[src/hw/rtl/lsc_pkg.sv]
`default_nettype none

package lsc_pkg;

  localparam int COORD_WIDTH = 16;
  localparam int CFG_IDX_WIDTH = 8;
  localparam int CODE_WIDTH = 4;

  typedef logic signed [COORD_WIDTH-1:0] coord_t;
  typedef logic [CODE_WIDTH-1:0] outcode_t;

  // outcode bits
  localparam outcode_t CODE_LEFT   = 4'b0001;
  localparam outcode_t CODE_RIGHT  = 4'b0010;
  localparam outcode_t CODE_BOTTOM = 4'b0100;
  localparam outcode_t CODE_TOP    = 4'b1000;

  // register indexes
  localparam logic [CFG_IDX_WIDTH-1:0] CFG_X_MIN = 8'd0;
  localparam logic [CFG_IDX_WIDTH-1:0] CFG_X_MAX = 8'd1;
  localparam logic [CFG_IDX_WIDTH-1:0] CFG_Y_MIN = 8'd2;
  localparam logic [CFG_IDX_WIDTH-1:0] CFG_Y_MAX = 8'd3;

  // window after reset
  localparam coord_t RST_X_MIN = 16'sd4;
  localparam coord_t RST_X_MAX = 16'sd10;
  localparam coord_t RST_Y_MIN = 16'sd4;
  localparam coord_t RST_Y_MAX = 16'sd8;

  typedef struct packed {
    coord_t start_x;
    coord_t start_y;
    coord_t end_x;
    coord_t end_y;
  } in_req_t;

  typedef struct packed {
    logic   accepted;
    coord_t clip_start_x;
    coord_t clip_start_y;
    coord_t clip_end_x;
    coord_t clip_end_y;
  } out_res_t;

endpackage

`default_nettype wire

[src/hw/rtl/line_segment_clipper_core.sv]
`default_nettype none

// channel   direction  signals                               request
// in        input      in_valid, in_ready, in_req            one segment, two endpoints
// out       output     out_valid, out_ready, out_res         accept flag, clipped endpoints
// cfg       input      cfg_valid, cfg_ready, cfg_index/data  one window edge register write
//
// one segment takes at most MAX_PASSES clip passes; each pass goes through the
// code, setup, multiply, divide and update states, using the shared
// multiplier and the restoring divider, which retires one quotient bit a cycle
// rst_n is synchronous: window returns to x 4..10, y 4..8, sequencer idles
// in_ready is high only while the sequencer idles; a finished result waits
// in the output register, and a stalled out_ready holds the sequencer in done

module line_segment_clipper_core #(
  parameter int MAX_PASSES = 4
) (
  input  wire                            clk,
  input  wire                            rst_n,
  input  wire                            in_valid,
  output logic                           in_ready,
  input  wire lsc_pkg::in_req_t          in_req,
  output logic                           out_valid,
  input  wire                            out_ready,
  output lsc_pkg::out_res_t              out_res,
  input  wire                            cfg_valid,
  output logic                           cfg_ready,
  input  wire [lsc_pkg::CFG_IDX_WIDTH-1:0] cfg_index,
  input  wire [lsc_pkg::COORD_WIDTH-1:0] cfg_data
);
  import lsc_pkg::*;

  localparam int W      = COORD_WIDTH;
  localparam int PASS_W = $clog2(MAX_PASSES + 1);
  localparam int CNT_W  = $clog2(W);

  // sequencer states
  localparam logic [2:0] S_IDLE  = 3'd0;
  localparam logic [2:0] S_CODE  = 3'd1;
  localparam logic [2:0] S_SETUP = 3'd2;
  localparam logic [2:0] S_MUL   = 3'd3;
  localparam logic [2:0] S_DIV   = 3'd4;
  localparam logic [2:0] S_UPD   = 3'd5;
  localparam logic [2:0] S_DONE  = 3'd6;

  logic [2:0]        state_r, state_nxt;
  coord_t            x_min_r, x_max_r, y_min_r, y_max_r;
  coord_t            ax_r, ay_r, bx_r, by_r;
  outcode_t          ca_r, cb_r;
  logic [PASS_W-1:0] pass_r;
  logic              acc_r;
  logic              move_a_r;     // first endpoint is the one moved
  logic              x_axis_r;     // clipping against a vertical edge
  logic              neg_r;
  coord_t            edge_r, base_r;
  logic [W-1:0]      mag0_r, mag1_r, magd_r;
  logic [W-1:0]      rem_r, lo_r;  // remainder and dividend/quotient shifter
  logic [CNT_W-1:0]  cnt_r;
  logic              out_valid_r;
  out_res_t          out_r;

  // outcodes of the current endpoints
  outcode_t ca, cb;
  always_comb begin
    ca = '0;
    cb = '0;
    if (ax_r > x_max_r) ca = ca | CODE_RIGHT;
    if (ax_r < x_min_r) ca = ca | CODE_LEFT;
    if (ay_r > y_max_r) ca = ca | CODE_TOP;
    if (ay_r < y_min_r) ca = ca | CODE_BOTTOM;
    if (bx_r > x_max_r) cb = cb | CODE_RIGHT;
    if (bx_r < x_min_r) cb = cb | CODE_LEFT;
    if (by_r > y_max_r) cb = cb | CODE_TOP;
    if (by_r < y_min_r) cb = cb | CODE_BOTTOM;
  end

  // pass setup: pick edge and form the three differences
  outcode_t                c_sel;
  logic                    x_axis;
  coord_t                  edge_v;
  logic signed [W:0]       d0, d1, dd;
  logic signed [W:0]       a0, a1, ad;
  always_comb begin
    c_sel  = (ca_r != '0) ? ca_r : cb_r;
    x_axis = ((c_sel & (CODE_LEFT | CODE_RIGHT)) != '0);
    if ((c_sel & CODE_LEFT) != '0) begin
      edge_v = x_min_r;
    end else if ((c_sel & CODE_RIGHT) != '0) begin
      edge_v = x_max_r;
    end else if ((c_sel & CODE_BOTTOM) != '0) begin
      edge_v = y_min_r;
    end else begin
      edge_v = y_max_r;
    end
    if (x_axis) begin
      d0 = {edge_v[W-1], edge_v} - {ax_r[W-1], ax_r};
      d1 = {ay_r[W-1], ay_r} - {by_r[W-1], by_r};
      dd = {ax_r[W-1], ax_r} - {bx_r[W-1], bx_r};
    end else begin
      d0 = {edge_v[W-1], edge_v} - {ay_r[W-1], ay_r};
      d1 = {ax_r[W-1], ax_r} - {bx_r[W-1], bx_r};
      dd = {ay_r[W-1], ay_r} - {by_r[W-1], by_r};
    end
    a0 = d0[W] ? -d0 : d0;
    a1 = d1[W] ? -d1 : d1;
    ad = dd[W] ? -dd : dd;
  end

  // one restoring divide step
  logic [W:0]   div_t, div_sub;
  logic         div_ge;
  always_comb begin
    div_t   = {rem_r, lo_r[W-1]};
    div_ge  = (div_t >= {1'b0, magd_r});
    div_sub = div_t - {1'b0, magd_r};
  end

  // intercept from the quotient; a zero divisor yields zero
  logic [W-1:0] quot;
  coord_t       newv;
  always_comb begin
    quot = (magd_r == '0) ? '0 : lo_r;
    newv = neg_r ? coord_t'(base_r - coord_t'(quot)) : coord_t'(base_r + coord_t'(quot));
  end

  logic out_free;
  assign out_free = !out_valid_r || out_ready;

  // sequencer
  always_comb begin
    state_nxt = state_r;
    case (state_r)
      S_IDLE: begin
        if (in_valid) state_nxt = S_CODE;
      end
      S_CODE: begin
        if (ca == '0 && cb == '0) begin
          state_nxt = S_DONE;
        end else if ((ca & cb) != '0) begin
          state_nxt = S_DONE;
        end else if (pass_r == PASS_W'(MAX_PASSES)) begin
          state_nxt = S_DONE;
        end else begin
          state_nxt = S_SETUP;
        end
      end
      S_SETUP: state_nxt = S_MUL;
      S_MUL:   state_nxt = S_DIV;
      S_DIV: begin
        if (cnt_r == CNT_W'(W - 1)) state_nxt = S_UPD;
      end
      S_UPD: state_nxt = S_CODE;
      S_DONE: begin
        if (out_free) state_nxt = S_IDLE;
      end
      default: state_nxt = S_IDLE;
    endcase
  end

  always_ff @(posedge clk) begin
    if (!rst_n) begin
      state_r     <= S_IDLE;
      out_valid_r <= 1'b0;
      x_min_r     <= RST_X_MIN;
      x_max_r     <= RST_X_MAX;
      y_min_r     <= RST_Y_MIN;
      y_max_r     <= RST_Y_MAX;
      pass_r      <= '0;
      cnt_r       <= '0;
      acc_r       <= 1'b0;
    end else begin
      state_r <= state_nxt;

      // window register writes, unknown indexes dropped
      if (cfg_valid) begin
        case (cfg_index)
          CFG_X_MIN: x_min_r <= coord_t'(cfg_data);
          CFG_X_MAX: x_max_r <= coord_t'(cfg_data);
          CFG_Y_MIN: y_min_r <= coord_t'(cfg_data);
          CFG_Y_MAX: y_max_r <= coord_t'(cfg_data);
          default: ;
        endcase
      end

      // result register: refilled from done, emptied when taken
      if (state_r == S_DONE && out_free) begin
        out_valid_r <= 1'b1;
      end else if (out_ready) begin
        out_valid_r <= 1'b0;
      end

      case (state_r)
        S_IDLE: begin
          pass_r <= '0;
          acc_r  <= 1'b0;
        end
        S_CODE: begin
          if (ca == '0 && cb == '0) acc_r <= 1'b1;
        end
        S_SETUP: cnt_r <= '0;
        S_DIV:   cnt_r <= cnt_r + CNT_W'(1);
        S_UPD:   pass_r <= pass_r + PASS_W'(1);
        default: ;
      endcase
    end
  end

  // datapath, no reset needed
  always_ff @(posedge clk) begin
    case (state_r)
      S_IDLE: begin
        ax_r <= in_req.start_x;
        ay_r <= in_req.start_y;
        bx_r <= in_req.end_x;
        by_r <= in_req.end_y;
      end
      S_CODE: begin
        ca_r <= ca;
        cb_r <= cb;
      end
      S_SETUP: begin
        move_a_r <= (ca_r != '0);
        x_axis_r <= x_axis;
        edge_r   <= edge_v;
        base_r   <= x_axis ? ay_r : ax_r;
        mag0_r   <= a0[W-1:0];
        mag1_r   <= a1[W-1:0];
        magd_r   <= ad[W-1:0];
        neg_r    <= d0[W] ^ d1[W] ^ dd[W];
      end
      S_MUL: begin
        {rem_r, lo_r} <= mag0_r * mag1_r;
      end
      S_DIV: begin
        rem_r <= div_ge ? div_sub[W-1:0] : div_t[W-1:0];
        lo_r  <= {lo_r[W-2:0], div_ge};
      end
      S_UPD: begin
        if (move_a_r) begin
          ax_r <= x_axis_r ? edge_r : newv;
          ay_r <= x_axis_r ? newv : edge_r;
        end else begin
          bx_r <= x_axis_r ? edge_r : newv;
          by_r <= x_axis_r ? newv : edge_r;
        end
      end
      S_DONE: begin
        if (out_free) begin
          out_r.accepted     <= acc_r;
          out_r.clip_start_x <= acc_r ? ax_r : '0;
          out_r.clip_start_y <= acc_r ? ay_r : '0;
          out_r.clip_end_x   <= acc_r ? bx_r : '0;
          out_r.clip_end_y   <= acc_r ? by_r : '0;
        end
      end
      default: ;
    endcase
  end

  assign in_ready  = (state_r == S_IDLE);
  assign cfg_ready = 1'b1;
  assign out_valid = out_valid_r;
  assign out_res   = out_r;

endmodule

`default_nettype wire

[config.mk]
export PLATFORM = sky130hd
export DESIGN_NAME = line_segment_clipper_core
export DESIGN_NICKNAME = d
export VERILOG_FILES = /design/src/hw/rtl/lsc_pkg.sv /design/src/hw/rtl/line_segment_clipper_core.sv
export SDC_FILE = /design/constraint.sdc
export NUM_CORES = 2
export LEC_CHECK = 0
export BUFFER_PORTS_ARGS = -buffer_cell sky130_fd_sc_hd__buf_2
export CAP_MARGIN = 20
export CORE_ASPECT_RATIO = 1.5
export CORE_MARGIN = 2
export CORE_UTILIZATION = 30
export DETAILED_ROUTE_END_ITERATION = 16
export GPL_TIMING_DRIVEN = 1
export SKIP_LAST_GASP = 1
export SYNTH_ARGS = -nofsm -noshare
export SYNTH_HDL_FRONTEND = slang
export SYNTH_SLANG_ARGS = --single-unit
[constraint.sdc]
create_clock -name clk -period 22.9 [get_ports clk]
set_clock_uncertainty 0.05 [all_clocks]
set_input_delay 0 -clock clk [delete_from_list [all_inputs] [get_ports clk]]
set_output_delay 0 -clock clk [all_outputs]
set_load 0.01 [all_outputs]
Word-level counts from Yosys, hierarchy flattened
Index checks and enable logic that the tools add are counted.
{"block": "totals", "register_bits": 327, "elab_cells": 145, "out_inout_bits": 68, "inputBits": 93}
{"block": "classes", "eq_ne": 17, "addsub": 12, "mul": 1, "bitwise_logic": 3, "order_cmp": 9, "muxes": 47, "reduce_logical": 26}
{"op": "2-to-1 mux 16 bit", "count": 16}
{"op": "case mux 16 bit (2 select lines)", "count": 6}
{"op": "subtractor 16 x 16 -> 17 bit", "count": 4}
{"op": "> comparator 16 bit", "count": 4}
{"op": "< comparator 16 bit", "count": 4}
{"op": "2-to-1 mux 17 bit", "count": 3}
{"op": "negator 16 bit", "count": 3}
{"op": "multiplier 16 x 16 -> 32 bit", "count": 1}
{"op": "subtractor 16 bit", "count": 2}
{"op": "2-to-1 mux 3 bit", "count": 9}
{"op": "case mux 3 bit (7 select lines)", "count": 1}
{"op": "greater-or-equal comparator 17 x 16 -> 1 bit", "count": 1}
{"op": "adder 16 bit", "count": 1}
{"op": "equality test 8 x 2 -> 1 bit, second input constant", "count": 2}
{"op": "zero test 16 bit", "count": 1}
{"op": "AND reduction 2 bit", "count": 8}
{"op": "equality test 3 bit, second input constant", "count": 4}
{"op": "inequality test 2 bit, second input constant", "count": 6}
{"op": "nonzero test 4 bit", "count": 3}
{"op": "nonzero test 2 bit", "count": 5}
{"op": "equality test 8 x 1 -> 1 bit, second input constant", "count": 1}
{"op": "zero test 4 bit", "count": 2}
{"op": "zero test 8 bit", "count": 1}
{"op": "2-to-1 mux 4 bit", "count": 2}
{"op": "17 further kinds", "count": 25}

Longest topological paths before layout
{"block": "depth", "ltp_word": 10, "depth_mapped": 24, "mapped_depth_nobuf": 23}

Least setup slack after synthesis
No wires, ideal clock.
{"block": "synth_path", "path_type": "reg2reg", "from": "register state_r[1]", "to": "register cnt_r[2]", "t_arrival_ns": 7.930, "path_stages_with_launch": 7, "n_path_buf": 1, "path_slack_ns": 14.805, "setup_time_ns": 0.115, "required_time_ns": 22.735, "path_cell_list": "dfxtp_1 clkbuf_1 nor3b_1 nor2_1 o21ai_0 o21ai_0 and2_1"}
{"block": "synth_via", "elab_chain_len": 2, "word_cells_on_any_way": 4, "cone_classes": "2 x eq/ne; 1 x mux; 1 x reduce/logical"}
{"item": "start: declaration", "line_no": "line_segment_clipper_core.sv:46", "text": "logic [2:0] state_r, state_nxt;"}
{"item": "start signal: assignment", "line_no": "line_segment_clipper_core.sv:172", "text": "state_r <= state_nxt;"}
{"item": "equality test 3 bit or equality test 3 x 2 -> 1 bit (tied branches)", "line_no": "line_segment_clipper_core.sv:192", "text": "case (state_r)"}
{"item": "case mux 4 bit (2 select lines) or nonzero test 2 bit (tied branches)"}
{"item": "end signal: assignment", "line_no": "line_segment_clipper_core.sv:201", "text": "S_DIV: cnt_r <= cnt_r + CNT_W'(1);"}
{"item": "end: declaration", "line_no": "line_segment_clipper_core.sv:58", "text": "logic [CNT_W-1:0] cnt_r;"}
Parallel ways exist; a longest one is shown, timed or not.
A chain may end at the register's enable or synchronous reset.

Final worst setup path
{"block": "layout_path", "from": "register mag1_r[7]", "to": "register rem_r[15], data pin"}
{"block": "layout_via", "elab_chain_len": 2}
{"item": "start: declaration", "line_no": "line_segment_clipper_core.sv:56", "text": "logic [W-1:0] mag0_r, mag1_r, magd_r;"}
{"item": "start signal: assignment", "line_no": "line_segment_clipper_core.sv:227", "text": "mag1_r <= a1[W-1:0];"}
{"item": "multiplier 16 x 16 -> 32 bit", "line_no": "line_segment_clipper_core.sv:232", "text": "{rem_r, lo_r} <= mag0_r * mag1_r;"}
{"item": "case mux 16 bit (2 select lines)", "line_no": "line_segment_clipper_core.sv:210", "text": "case (state_r)"}
{"item": "end signal: assignment", "line_no": "line_segment_clipper_core.sv:232"}
{"item": "end signal: assignment", "line_no": "line_segment_clipper_core.sv:235", "text": "rem_r <= div_ge ? div_sub[W-1:0] : div_t[W-1:0];"}
{"item": "end: declaration", "line_no": "line_segment_clipper_core.sv:57", "text": "logic [W-1:0] rem_r, lo_r;"}
No other way between the ends.

==> impl_metrics.json <==
{
  "utilization_pct": 34.52,
  "dieArea_um2": 104100,
  "first_iter_violations": 1623,
  "dp_slack_ns": 15.63,
  "hold_class": "primary input to register",
  "maxCapViolCount": 0,
  "cts_buffer_depth": 3,
  "drt-pass1-iter-count": 6,
  "grt_pass1_wl_um": 149900,
  "core.rowCount": 143,
  "gr-total-overflow": 0,
  "synthCells": 3296,
  "gp_congestion": 0.9130,
  "cts_buffers": 34,
  "grt_max_degree": 76,
  "antenna_found_initial": 3,
  "setup_viol": 0,
  "period_share_pct": 32.07,
  "max_slew_margin_pct": 26.79,
  "nets": 4099,
  "wl_um": 98490,
  "crit_type": "register to register",
  "synth_edf_count": 251,
  "cp.arrival_ns": 7.59,
  "synth_compound_area_share_pct": 12.42,
  "synth_cell_types": 76,
  "cp-start-kind": "register",
  "ys_seq_area_share_pct": 29.76,
  "drive_gt1_share_pct": 8.158,
  "cts_resized": 0,
  "post_drt_via_cell_ratio": 5.130,
  "crit_chain": "nand2_1 -> fa_1 -> inv_1 -> fa_1 -> inv_1 -> fa_1 -> inv_1 -> fa_1 -> fa_1 -> inv_1 -> fa_1 -> inv_1 -> ha_1 -> o21ai_0 -> o21ai_0 -> a211o_1 -> a21oi_1 -> o31ai_1 -> a211oi_1 -> o41ai_1 -> xnor2_1 -> mux2i_1",
  "avgRoutedWirePerCell_um": 20.40,
  "final_antenna_net_count": 0,
  "synthMuxAreaShare_pct": 4.147,
  "synth_flop_cell": "edfxtp_1",
  "rsz0062_at_grt": "no",
  "die-width_um": 264.1,
  "max_freq_mhz": 136.2,
  "place_inst": 4674,
  "dp_hpwl_um": 76260,
  "ys_ff_latch": 327,
  "syn-cell-area_um2": 30440,
  "async_flop_share_pct": 0,
  "clock_latency_ns": 0.58,
  "grt_usage_pct": 18.89,
  "cp_slowest_stage_delay_ns": 0.76,
  "synth_fa_ha_area_share_pct": 25.99,
  "setup_slack_ns": 15.56,
  "vias": 24760,
  "final_cells": 4827,
  "htree_levels": 2,
  "multi_input_area_um2": 19500,
  "cts_tree": "done",
  "worstMarginPinSlew_ns": 1.087,
  "path_clk_slew_ns": 0.06,
  "syn_area_per_cell_um2": 9.236,
  "end_kind": "register",
  "die_h_um": 394.1,
  "fillers": 10470,
  "io_buffers": 159,
  "period_needed_ns": 7.345,
  "regArea_um2": 9060,
  "largest_reg_flops": 65,
  "layout_commonest_cell": "inv_1",
  "core_um2": 100900,
  "crit_path_max_fanout": 16,
  "synth_simple_gate_area_share_pct": 17.55,
  "status": "finished clean",
  "io-pin-count": 161,
  "yosys_warnings": 0,
  "crit_required_ns": 23.15,
  "hold_viol_final": 0,
  "drc": 0,
  "grt_pass1_vias": 25340,
  "slew_viol_final": 0,
  "start_util_pct": 30.17,
  "crit_top_cell": "fa_1",
  "final_cell_mix": "inv_1, nand2_1, ha_1, edfxtp_1, fa_1",
  "synth_nets": 3902,
  "tns_ns": 0,
  "root_buffer": "clkbuf_16",
  "cp_slowest_cell": "o31ai_1",
  "synth-xor-area-share_pct": 3.711,
  "synth_top_family_by_area": "adder cells",
  "area_growth_pct": 14.41,
  "cts.sinks": 327
}
==> per-layer routing <==
layer / vias to the layer above / global-route usage, % / routed length (µm)
met5: - / 0 / 0
met4: 0 / 13.25 / 7760
met3: 274 / 2.299 / 4542
met2: 783 / 33.52 / 49170
met1: 12060 / 20.88 / 37020
li1: 11640 / - / -
==> through the flow <==
stage / hold slack (ns) / area, µm²
after floorplan: 0.07511 / 30440
final: 0.07439 / 34830
after CTS: 0.03647 / 34790
after detailed placement: 0.2266 / 32740
after global placement: 0.2231 / 32700
after global routing: 0.08190 / 34820
==> final timing paths <==
| kind | startpoint | endpoint | slack, ns | cells past startpoint |
|---|---|---|---|---|
| setup / recovery | mag1_r[7] | rem_r[15] | 15.56 | 22 |
| hold / removal | cfg_index[1] | y_max_r[3] | 0.07 | 5 |
| setup reg to reg | mag1_r[7] | rem_r[15] | 15.56 | 22 |
| hold reg to reg | cnt_r[3] | cnt_r[3] | 0.40 | 1 |
==> cell type report <==
type                       count  share of cell area, %
antenna                        4                0.02874
clock buffer                  39                  2.586
clock inverter                22                 0.8191
inverter                     403                  4.343
multi-input combinational   2451                  55.98
sequential                   327                  26.01
tap                         1305                  4.688
timing repair buffer         276                  5.547
==> kinds of logic (layout without fill, tap and decap cells) <==
kind of cell	count (synthesis)	after routing
buf+inv	518	740
xor+xnor	129	129
flops	327	327
fa+ha+maj	513	513
simple gates	1087	1087
compound gates	596	596
other cells	1	5
mux	125	125
==> cell usage after synthesis, types with 10 or more instances <==
master | instances | area share, %
inv_1 | 402 | 5.0
nand2_1 | 401 | 4.9
ha_1 | 314 | 13
edfxtp_1 | 251 | 25
fa_1 | 199 | 13
and2_1 | 191 | 3.9
nor2_1 | 176 | 2.2
a21oi_1 | 169 | 2.8
o21ai_0 | 140 | 2.3
mux2i_1 | 116 | 3.8
clkbuf_1 | 97 | 1.2
nor2b_1 | 86 | 1.8
xnor2_1 | 77 | 2.2
dfxtp_1 | 76 | 5.0
xor2_1 | 52 | 1.5
a21o_1 | 50 | 1.2
nand3_1 | 41 | 0.67
o21a_1 | 40 | 0.99
o211ai_1 | 39 | 0.96
nor3_1 | 38 | 0.62
a211oi_1 | 35 | 0.86
nand2b_1 | 25 | 0.51
and3_1 | 24 | 0.49
nand4_1 | 21 | 0.43
or3_1 | 21 | 0.43
a31oi_1 | 19 | 0.39
nor4_1 | 16 | 0.33
buf_1 | 15 | 0.18
o21bai_1 | 11 | 0.27
o31ai_1 | 10 | 0.25
or2_2 | 10 | 0.21
==> timing repair <==
action | in CTS | in global routing
hold buffers | 87 | 0
setup endpoints to repair | 0 | 0
buffers inserted | 0 | 0
hold endpoints to repair | 131 | 0
==> worst max-delay path: cells and delay by family (launching register included) <==
family                   cells  cell delay [ns]
AND/OR/NAND/NOR              1             0.16
AO/OA/AOI/OAI                7             2.07
XOR/XNOR                     1             0.17
flip-flops                   1             0.73
adder cells (fa/ha/maj)      7             3.55
multiplexers                 1             0.08
buffers and inverters        5             0.29
Power is left out: the tool's default activity adds up to more than one toggle a clock period on the data nets, which glitch-free logic cannot reach.
